**config.mk**
```make
export PLATFORM = sky130hd
export DESIGN_NAME = gcm_ctrl
export DESIGN_NICKNAME = d
export VERILOG_FILES = /design/src/gcm_pkg.sv /design/src/gcm_ctrl.sv
export SDC_FILE = /design/constraint.sdc
export NUM_CORES = 1
export LEC_CHECK = 0
export BUFFER_PORTS_ARGS = -buffer_cell sky130_fd_sc_hd__buf_2
export CORE_AREA = 4 4 41 43
export CTS_BUF_LIST = sky130_fd_sc_hd__clkbuf_8
export DETAILED_ROUTE_END_ITERATION = 16
export DIE_AREA = 0 0 45 47
export PLACE_DENSITY_LB_ADDON = 0.15
export SYNTH_ARGS = -nofsm -noshare
export SYNTH_HDL_FRONTEND = slang
export SYNTH_SLANG_ARGS = --single-unit
export TNS_END_PERCENT = 1
```
**constraint.sdc**
```tcl
create_clock -name clk -period 0.8 [get_ports clk]
set_input_delay 0.04 -clock clk [delete_from_list [all_inputs] [get_ports clk]]
set_output_delay 0.04 -clock clk [all_outputs]
set_load 0.02 [all_outputs]
```
**src/gcm_pkg.sv**
```systemverilog
package gcm_pkg;

	// Widths fixed by the register map and the pixel format
	localparam int unsigned CFG_DIM_W  = 13;
	localparam int unsigned CFG_GRID_W = 9;
	localparam int unsigned CHAN_W     = 8;
	localparam int unsigned NUM_CHAN   = 3;
	localparam int unsigned SUM_W      = 32;
	localparam int unsigned AREA_W     = 2 * CFG_DIM_W;
	localparam int unsigned STEP_W     = $clog2(SUM_W);
	localparam int unsigned INDEX_W    = 16;
	localparam int unsigned ADDR_W     = 5;
	localparam int unsigned DATA_W     = 32;

	// Register indexes
	localparam logic [2:0] REG_IMAGE_WIDTH  = 3'd0;
	localparam logic [2:0] REG_IMAGE_HEIGHT = 3'd1;
	localparam logic [2:0] REG_GRID_COLUMNS = 3'd2;
	localparam logic [2:0] REG_CELL_WIDTH   = 3'd3;
	localparam logic [2:0] REG_CELL_HEIGHT  = 3'd4;

	// Register reset values
	localparam logic [CFG_DIM_W-1:0]  RST_IMAGE_WIDTH  = 13'd640;
	localparam logic [CFG_DIM_W-1:0]  RST_IMAGE_HEIGHT = 13'd480;
	localparam logic [CFG_GRID_W-1:0] RST_GRID_COLUMNS = 9'd40;
	localparam logic [CFG_DIM_W-1:0]  RST_CELL_WIDTH   = 13'd16;
	localparam logic [CFG_DIM_W-1:0]  RST_CELL_HEIGHT  = 13'd16;

	typedef struct packed {
		logic [CFG_DIM_W-1:0]  image_width;
		logic [CFG_DIM_W-1:0]  image_height;
		logic [CFG_GRID_W-1:0] grid_columns;
		logic [CFG_DIM_W-1:0]  cell_width;
		logic [CFG_DIM_W-1:0]  cell_height;
	} cfg_t;

	typedef enum logic [1:0] {
		ST_IDLE,
		ST_ACC,
		ST_DIV,
		ST_LOAD
	} state_t;

	typedef struct packed {
		logic accept;
		logic acc;
		logic div_step;
		logic load;
	} cmd_t;

	typedef struct packed {
		logic emit;
		logic div_last;
		logic out_free;
	} sts_t;

endpackage

```
**src/gcm_ctrl.sv**
```systemverilog
module gcm_ctrl (
	input  logic          clk,
	input  logic          arst_n,
	input  logic          in_valid,
	output logic          in_ready,
	input  gcm_pkg::sts_t sts,
	output gcm_pkg::cmd_t cmd
);
	import gcm_pkg::*;

	state_t state_q, state_d;

	// State register
	always_ff @(posedge clk or negedge arst_n) begin
		if (!arst_n) begin
			state_q <= ST_IDLE;
		end else begin
			state_q <= state_d;
		end
	end

	// Sequence one pixel: accumulate, divide on cell end, hand to output register
	always_comb begin
		state_d  = state_q;
		cmd      = '0;
		in_ready = 1'b0;
		case (state_q)
			ST_IDLE: begin
				in_ready   = 1'b1;
				cmd.accept = in_valid;
				if (in_valid) state_d = ST_ACC;
			end
			ST_ACC: begin
				cmd.acc = 1'b1;
				state_d = sts.emit ? ST_DIV : ST_IDLE;
			end
			ST_DIV: begin
				cmd.div_step = 1'b1;
				if (sts.div_last) state_d = ST_LOAD;
			end
			ST_LOAD: begin
				if (sts.out_free) begin
					cmd.load = 1'b1;
					state_d  = ST_IDLE;
				end
			end
			default: state_d = ST_IDLE;
		endcase
	end

endmodule

```
# Yosys cells after proc, flatten, opt, wreduce, memory -nomap -nowiden
# Index checks and enable logic that the tools add are counted.
[totals]
ramBits = 0
latch_bits = 0
register_bits = 2
mem_bits_ro = 0
input_bits = 6
memories = 0
[op_classes]
bitwise_logic = 0
add_sub_neg = 0
n_reduce_logical = 2
n_div = 0
mux = 11
shifts = 0
n_eq_ne = 6
n_lt_le_gt_ge = 0
multipliers = 0
[ops]
columns = ["cell", "n"]
rows = [
  ["$mux W2", 4],
  ["$pmux W2 S4", 1],
  ["$mux W1", 6],
  ["$ne A2 B2 Y1 const B", 3],
  ["$eq A2 B2 Y1 const B", 2],
  ["$reduce_and A3 Y1", 1],
  ["$eq A2 B1 Y1 const B", 1],
  ["$logic_not A2 Y1", 1],
]

# Depth between registers and ports, before layout
# Gate-level depths: netlist of run 1.
[depth]
ltp_word = 3
ltp_mapped = 3

# Worst setup path after synthesis of run 1
# Ideal clock, no wire load.
[synth_path]
path_type = "reg-to-reg"
startpoint = "register (tool-made name)"
endpoint = "register state_q[0]"
t_required_ps = 736
path_slack_ps = -237
synth_period_minus_slack_ps = 1037
arrival_ps = 973
path_stages_with_launch = 4
cell_sequence = "dfrtp_1 -> nor2_2 -> and2_4 -> a21o_1"
[synth_rtl]
columns = ["item", "line", "text"]
rows = [
  ["end signal: assignment", "gcm_ctrl.sv:18", "state_q <= state_d;"],
  ["end: declaration", "gcm_ctrl.sv:11", "state_t state_q, state_d;"],
]

==> results of run 1 <==
critical path: cells and delay by family, from the launching register on:
family                 cells  cell delay (ns)
DFF                        1             0.44
buffers and inverters      1             0.11
and+or+nand+nor            2             0.27
final timing paths:
| kind | from | endpoint | slack (ns) |
|---|---|---|---|
| worst max-delay path | state_q[0] | cmd[3] | -0.27 |
| worst min-delay path | sts[2] | flip-flop | 0.07 |
| worst max register to register | flip-flop | state_q[0] | -0.22 |
| worst min register to register | flip-flop | state_q[0] | 0.62 |
| max in group asynchronous | arst_n | state_q[0] | 0.55 |
| min in group asynchronous | arst_n | async pin | 0.15 |
layer usage:
metal / global-route usage, % / vias up / part of all wire (%)
met5: 0 / - / 0
met1: 5.48 / 61 / 47
met3: 3.45 / 2 / 13
met2: 3.95 / 9 / 39
met4: 7.02 / 0 / 1.0
li1: - / 70 / -
stage by stage:
stage	setup slack [ns]	util, %	setup TNS [ns]	hold WS [ns]
floorplan	-0.164	-	-0.362	-0.256
global placement	-0.134	15.5	-0.340	-0.175
detailed placement	-0.133	15.5	-0.327	-0.172
CTS	-0.286	20.4	-1.33	0.0664
global route	-0.308	21.3	-1.61	0.0731
finish	-0.272	21.3	-1.39	0.0667
power groups by stage:
stage	combinational [µW]	clock [µW]	sequential, µW
3_3_place_gp	476	0	281
3_5_place_dp	472	0	280
2_1_floorplan	344	0	257
4_1_cts	537	410	278
5_1_grt	612	422	288
6_report	570	391	279
layout by cell type (no fill, tap or decap):
cell type      count
inv_1              1
nor2b_4            1
and2_4             1
dfrtp_2            2
mux2i_1            1
a22o_1             1
nand2_1            1
a21o_1             1
buf_2              6
nor2_4             1
clkbuf_8           3
and3_1             1
nor2b_1            1
buf_6              2
dlygate4sd3_1      1
buf_4              3
layout make-up:
| class | instances | area (µm²) |
|---|---|---|
| Clock buffer | 3 | 41.3 |
| Fill cell | 149 | 1020 |
| Inverter | 1 | 3.75 |
| Multi-Input combinational cell | 9 | 76.3 |
| Sequential cell | 2 | 52.6 |
| Tap cell | 15 | 18.8 |
| Timing Repair Buffer | 12 | 85.1 |
what timing repair did:
item / 4_1_cts / 5_1_grt
endpoints found under the hold margin: 2 / 0
endpoints found under the setup margin: 7 / 7
resized for setup: 4 / 2
pin swaps: 3 / 2
hold buffers: 1 / 0
setup buffers: 0 / 1
cell families after synthesis:
kind of cell           count (synthesis)  synth area share, %
and+or+nand+nor                        6                 33.3
DFF                                    2                 41.7
AOI/OAI and AO/OA                      2                 13.5
buffers and inverters                  1                 3.12
muxes                                  1                 8.33
==> out/summary.txt, run 1 <==
Period minus WS final - 1.07 ns
crit-path max FO - 6
relative slew slack - 88.8%
number of global-route vias before repair - 144
Max clock buf depth - 2
CORE AREA - 0.00130 mm²
highest clock rate - 933 MHz
count of unique library cells instantiated by Yosys - 11
worst path cell trace - nor2_4 -> and2_4 -> buf_6
Critical Path RT - 0.76 ns
placed cell areas - 201 µm²
setup violators final - 7
Mapped Area - 120 µm²
Switch Pwr - 446 µW
clock network power share - 31.5%
initial antenna violation count - 0
PD cells - 4460 mW/mm²
share of layout cells above drive strength 1 - 70.4%
Clock Skew - 0.000420 ns
top-count cell post-synth - dfrtp_1
WS Path Type - reg -> out
Max VDD drop - 1.38 mV
standard-cell rows - 13
synth warn - 0
worst r2r path cells - 4
final wirelength - 397 µm
post-route ant nets - 0
Clock Latency Late Sink - 0.21 ns
Setup crit start kind - flip-flop
period utilisation layout - 134%
first-pass GRT wire length - 572 µm
syn nets - 18
Avg WL per Cell - 9.45 µm
DRT iter0 DRCs - 0
Inst Count DP - 37
Static Leak - 0.000146 µW
clock transition at the registers of the reported paths - 0.03 ns
via/cell ratio - 3.38
RSZ-0062 raised after global routing - yes
proportion of netlist area held by the largest area contributor - 41.7%
DR vias - 142
Port Buffer Count - 10
power share of the combinational group - 46.0%
ys flop type - dfrtp_1
Slowest-stage cell, CP - dfrtp_2
clk root buf - clkbuf_8
fin area - 278 µm²
Final Slew Violations - 0
DRC Markers - 0
Worst path max stage delay - 0.44 ns
total track usage - 4.67%
synthesized area per cell - 10.0 µm²
max-cap violations - 0
Initial Util - 9.23%
Post-Syn Instances - 12
Hold Crit Class - in -> reg
Post-synth EDFFs - 0
final worst slack - -0.272 ns
CTS buffer count - 3
largest net degree at the start of global routing - 7
register share of total power - 22.5%
DIE AREA - 0.00212 mm²
Int Pwr - 795 µW
Inserted Diodes - 0
CTS tree - done
Final GP Congestion - 0.579
IO Count - 11
post-synth top area cell - dfrtp_1
Final Hold Vio Count - 0
final net count - 35
GRT overflow - 0
H-tree depth - 1
CTS Sinks - 2
post-synthesis sequential area ratio - 41.7%
final cell count without fillers - 42
switching power share of the total - 35.9%
area delta synth->final - 131%
hold-critical path depth - 2
failing checks - setup timing
CP endpoint kind - output pin
Total Power - 1240 µW
first-pass iteration count of the detailed router - 1
Async S/R FF share, synth - 100%
status - finished, violations left
largest cells by area after synthesis - dfrtp_1 (42%), mux2i_1 (8.3%), a22o_1 (7.3%)
FF+latch count, synth - 2
Arrival @ worst endpoint - 1.03 ns
worst-margin pin slew - 0.168 ns
Die Span X - 45 µm
die extent in y - 47 µm
(Power assumes the default switching activity.)
==> run 2: changes to the inputs <==
CTS_CLUSTER_SIZE = 14   (was not set)
MAX_ROUTING_LAYER = met4   (was not set)
==> run 2 against run 1 <==
Net effect: the flow still finishes with violations (setup timing); via count unchanged; clock skew unchanged; first-iteration DRC count stayed put; maximum frequency is essentially flat; cell count is the same; wire length unchanged; clock power about the same; worst setup slack hardly changed; combinational power hardly changed.
==> out/summary.txt, run 2 (synthesized netlist as in run 1, its figures left out) <==
status - finished, violations left
failing checks - setup timing
GRT overflow - 0
RSZ-0062 raised after global routing - yes
share of layout cells above drive strength 1 - 70.4%
first-pass GRT wire length - 579 µm
H-tree depth - 1
commonest non-fill, non-tap cell in the layout - buf_2
Clock Latency Late Sink - 0.21 ns
max-cap violations - 0
setup violators final - 7
Min-Delay Startpoint - sts[2]
Port Buffer Count - 10
Critical Path RT - 0.76 ns
Period minus WS final - 1.07 ns
DIE AREA - 0.00212 mm²
final wirelength - 397 µm
Final Hold Vio Count - 0
number of global-route vias before repair - 143
Initial Util - 9.23%
largest net degree at the start of global routing - 7
DRC Markers - 0
total track usage - 4.82%
PD cells - 4460 mW/mm²
area delta synth->final - 131%
Setup crit start kind - flip-flop
Top Family by Delay on Critical Path - flip-flops
WS Path Type - reg -> out
Die Span X - 45 µm
final net count - 35
RR Endpoint - state_q[0]
Hold Crit Class - in -> reg
WHS - 0.0667 ns
Clock Skew - 0.000420 ns
Slowest-stage cell, CP - dfrtp_2
initial antenna violation count - 0
Final Slew Violations - 0
final worst slack - -0.272 ns
DRT iter0 DRCs - 0
worst-margin pin slew - 0.168 ns
post-route ant nets - 0
reg2reg setup slack - -0.22 ns
die extent in y - 47 µm
CP endpoint kind - output pin
worst path cell trace - nor2_4 -> and2_4 -> buf_6
Worst path max stage delay - 0.44 ns
Inserted Diodes - 0
via/cell ratio - 3.38
period utilisation layout - 134%
Avg WL per Cell - 9.45 µm
crit-path max FO - 6
highest clock rate - 933 MHz
CP bufs+invs - 1
clock transition at the registers of the reported paths - 0.03 ns
clk root buf - clkbuf_8
Max clock buf depth - 2
first-pass iteration count of the detailed router - 1
worst r2r path cells - 4
IO Count - 11
Static Leak - 0.000146 µW
most frequent cells in the layout - buf_2 (6), clkbuf_8 (3), buf_4 (3), dfrtp_2 (2), buf_6 (2)
CTS buffer count - 3
Arrival @ worst endpoint - 1.03 ns
CTS Sinks - 2
standard-cell rows - 13
CTS tree - done
Max VDD drop - 1.38 mV
CORE AREA - 0.00130 mm²
hold-critical path depth - 2
Final GP Congestion - 0.582
relative slew slack - 88.8%
DR vias - 142
Setup TNS - -1.39 ns
-- run 2: cell counts in the layout (fill, tap and decap cells not counted) --
No cell type changed its count.
-- run 2: cell type report --
type	instances	area, µm²
multi-input cells	9	76.3
clock buffers	3	41.3
flip-flops and latches	2	52.6
fillers	149	1020
inverters	1	3.75
well taps	15	18.8
repair buffers	12	85.1
-- run 2: metal layers --
metal / wire, µm / GRT usage [%] / vias to the layer above
li1: - / - / 70
met1: 185 / 5.48 / 61
met2: 154 / 3.95 / 9
met3: 52 / 3.45 / 2
met4: 4 / 7.02 / 0
met5: 0 / - / -
-- run 2: report_power, final --
| group | total, µW | leakage (µW) | internal, µW | switching (µW) |
|---|---|---|---|---|
| clock | 391 | 0.0000216 | 318 | 73.6 |
| sequential | 279 | 0.0000222 | 162 | 117 |
| combinational | 570 | 0.000102 | 315 | 255 |
-- run 2: worst max path at each step --
stage | start | end | slack [ns] | cells past startpoint
after floorplan | state_q[0] | state_q[0] | -0.16 | 3
after global routing | state_q[0] | cmd[3] | -0.31 | 3
final | state_q[0] | cmd[3] | -0.27 | 3
after CTS | flip-flop | cmd[3] | -0.29 | 3
after detailed placement | state_q[0] | flip-flop | -0.13 | 2
after global placement | state_q[0] | flip-flop | -0.13 | 2
-- run 2: through the flow --
step                      total power [µW]  utilization [%]  instances  setup slack (ns)  area (µm²)
after global routing                  1320             21.3         42            -0.308         278
after detailed placement               753             15.5         37            -0.133         201
after floorplan                        601                -         12            -0.164         133
after global placement                 757             15.5         37            -0.134         201
after CTS                             1220             20.4         41            -0.286         265
final                                 1240             21.3         42            -0.272         278
-- run 2: repair_timing --
item,4_1_cts,5_1_grt
pin swaps,3,2
hold buffers,1,0
setup buffers,0,1
gates resized for setup,4,2
hold endpoints to repair,2,0
setup endpoints to repair,7,7
==> run 3: changes to the inputs <==
TNS_END_PERCENT = not set   (was 1)
==> run 3 against run 2 <==
Net effect: the run still ends with setup timing left; die area did not move; clock-buffer cell count stayed put; combinational power up 18%; clock power down 1%; utilization rose by 0.87 points; register-to-register slack improved by 0.04 ns; final area rose by 4.1%; first-iteration DRC count rose by 5; critical endpoint unchanged; via count did not move; non-clock buffer count is 1 higher; wire length shrank 8.3%; total power increased by 7.2%.
==> out/summary.txt, run 3 (synthesized netlist as in run 1, its figures left out) <==
final net count - 36
worst-margin pin slew - 0.127 ns
Inst Count DP - 37
WS Path Type - reg -> out
Setup crit start kind - flip-flop
CP bufs+invs - 1
max-cap violations - 0
DP Worst Slack - -0.0993 ns
DRC Markers - 0
Clock Latency Late Sink - 0.21 ns
final wirelength - 364 µm
post-route ant nets - 0
Top Family by Delay on Critical Path - flip-flops
via/cell ratio - 3.30
top routing layer in use - met3
area delta synth->final - 141%
placed cell areas - 201 µm²
DRT iter0 DRCs - 5
setup violators final - 7
Crit Reg-Reg Startpoint - state_q[0]
total track usage - 4.08%
clock transition at the registers of the reported paths - 0.03 ns
fin area - 289 µm²
relative slew slack - 91.3%
metal1 wirelength - 176 µm
crit-path max FO - 6
Hold Crit Class - in -> reg
standard-cell rows - 13
Final Hold Vio Count - 0
most frequent cells in the layout - buf_2 (6), clkbuf_8 (3), buf_6 (3), buf_4 (3), dfrtp_2 (2)
Critical Path RT - 0.76 ns
die extent in y - 47 µm
first-pass iteration count of the detailed router - 2
Inserted Diodes - 0
share of layout cells above drive strength 1 - 71.4%
CP endpoint kind - output pin
Avg WL per Cell - 8.47 µm
met2 wire length - 124 µm
CTS tree - done
Die Span X - 45 µm
Max VDD drop - 1.61 mV
largest net degree at the start of global routing - 7
met3 WL - 63 µm
initial antenna violation count - 0
Slowest-stage cell, CP - dfrtp_2
Clock Skew - 0.00388 ns
number of global-route vias before repair - 108
H-tree depth - 1
Initial Util - 9.23%
fin util - 22.2%
CP startpoint - state_q[0]
PD cells - 4600 mW/mm²
Final GP Congestion - 0.561
IO Count - 11
CTS Sinks - 2
WHS - 0.0675 ns
RSZ-0062 raised after global routing - yes
commonest non-fill, non-tap cell in the layout - buf_2
Arrival @ worst endpoint - 1.03 ns
Max clock buf depth - 2
Port Buffer Count - 10
Min-Delay Startpoint - sts[2]
highest clock rate - 936 MHz
Static Leak - 0.000153 µW
clk root buf - clkbuf_8
final worst slack - -0.269 ns
worst path cell trace - nor2_4 -> and2_4 -> buf_6
CORE AREA - 0.00130 mm²
DR vias - 142
final cell count without fillers - 43
failing checks - setup timing
CTS buffer count - 3
status - finished, violations left
DIE AREA - 0.00212 mm²
Final Slew Violations - 0
GRT overflow - 0
Worst path max stage delay - 0.44 ns
first-pass GRT wire length - 489 µm
Period minus WS final - 1.07 ns
period utilisation layout - 134%
[run 3: changes by cell type in the layout (fill, tap and decap cells not counted)]
cell,before,now
buf_6,2,3
[run 3: timing repair]
| item | in CTS | in global routing |
|---|---|---|
| setup buffers | 1 | 1 |
| gates resized for setup | 4 | 3 |
| endpoints found under the setup margin | 7 | 7 |
| endpoints found under the hold margin | 2 | 0 |
| hold buffers | 1 | 0 |
| pin swaps | 1 | 0 |
[run 3: final timing paths]
check,endpoint,slack [ns],cells after the start
worst max-delay path,cmd[3],-0.27,3
worst min register to register,flip-flop,0.62,1
min in group asynchronous,state_q[0],0.14,2
max in group asynchronous,async pin,0.54,2
worst max register to register,state_q[0],-0.18,3
worst min-delay path,flip-flop,0.07,2
[run 3: layer usage]
| metal | GRT usage [%] | up-vias |
|---|---|---|
| li1 | - | 73 |
| met1 | 5.24 | 60 |
| met2 | 2.54 | 9 |
| met3 | 4.60 | 0 |
| met4 | 3.51 | 0 |
| met5 | - | - |
[run 3: cell type report]
class                           count  area [µm²]
Timing Repair Buffer               13        96.3
Sequential cell                     2        52.6
Fill cell                         153        1010
Inverter                            1        3.75
Clock buffer                        3        41.3
Multi-Input combinational cell      9        76.3
Tap cell                           15        18.8
[run 3: per-stage QoR]
| stage | total power [µW] | TNS [ns] |
|---|---|---|
| 6_report | 1330 | -1.36 |
| 5_1_grt | 1430 | -1.65 |
| 4_1_cts | 1240 | -1.33 |
| 3_5_place_dp | 750 | -0.296 |
| 3_3_place_gp | 754 | -0.313 |
| 2_1_floorplan | 600 | -0.341 |
[run 3: report_power, final]
group          internal (µW)  switching, µW  leakage (µW)
sequential               162            111     0.0000222
combinational            390            281      0.000109
clock                    317           68.7     0.0000216
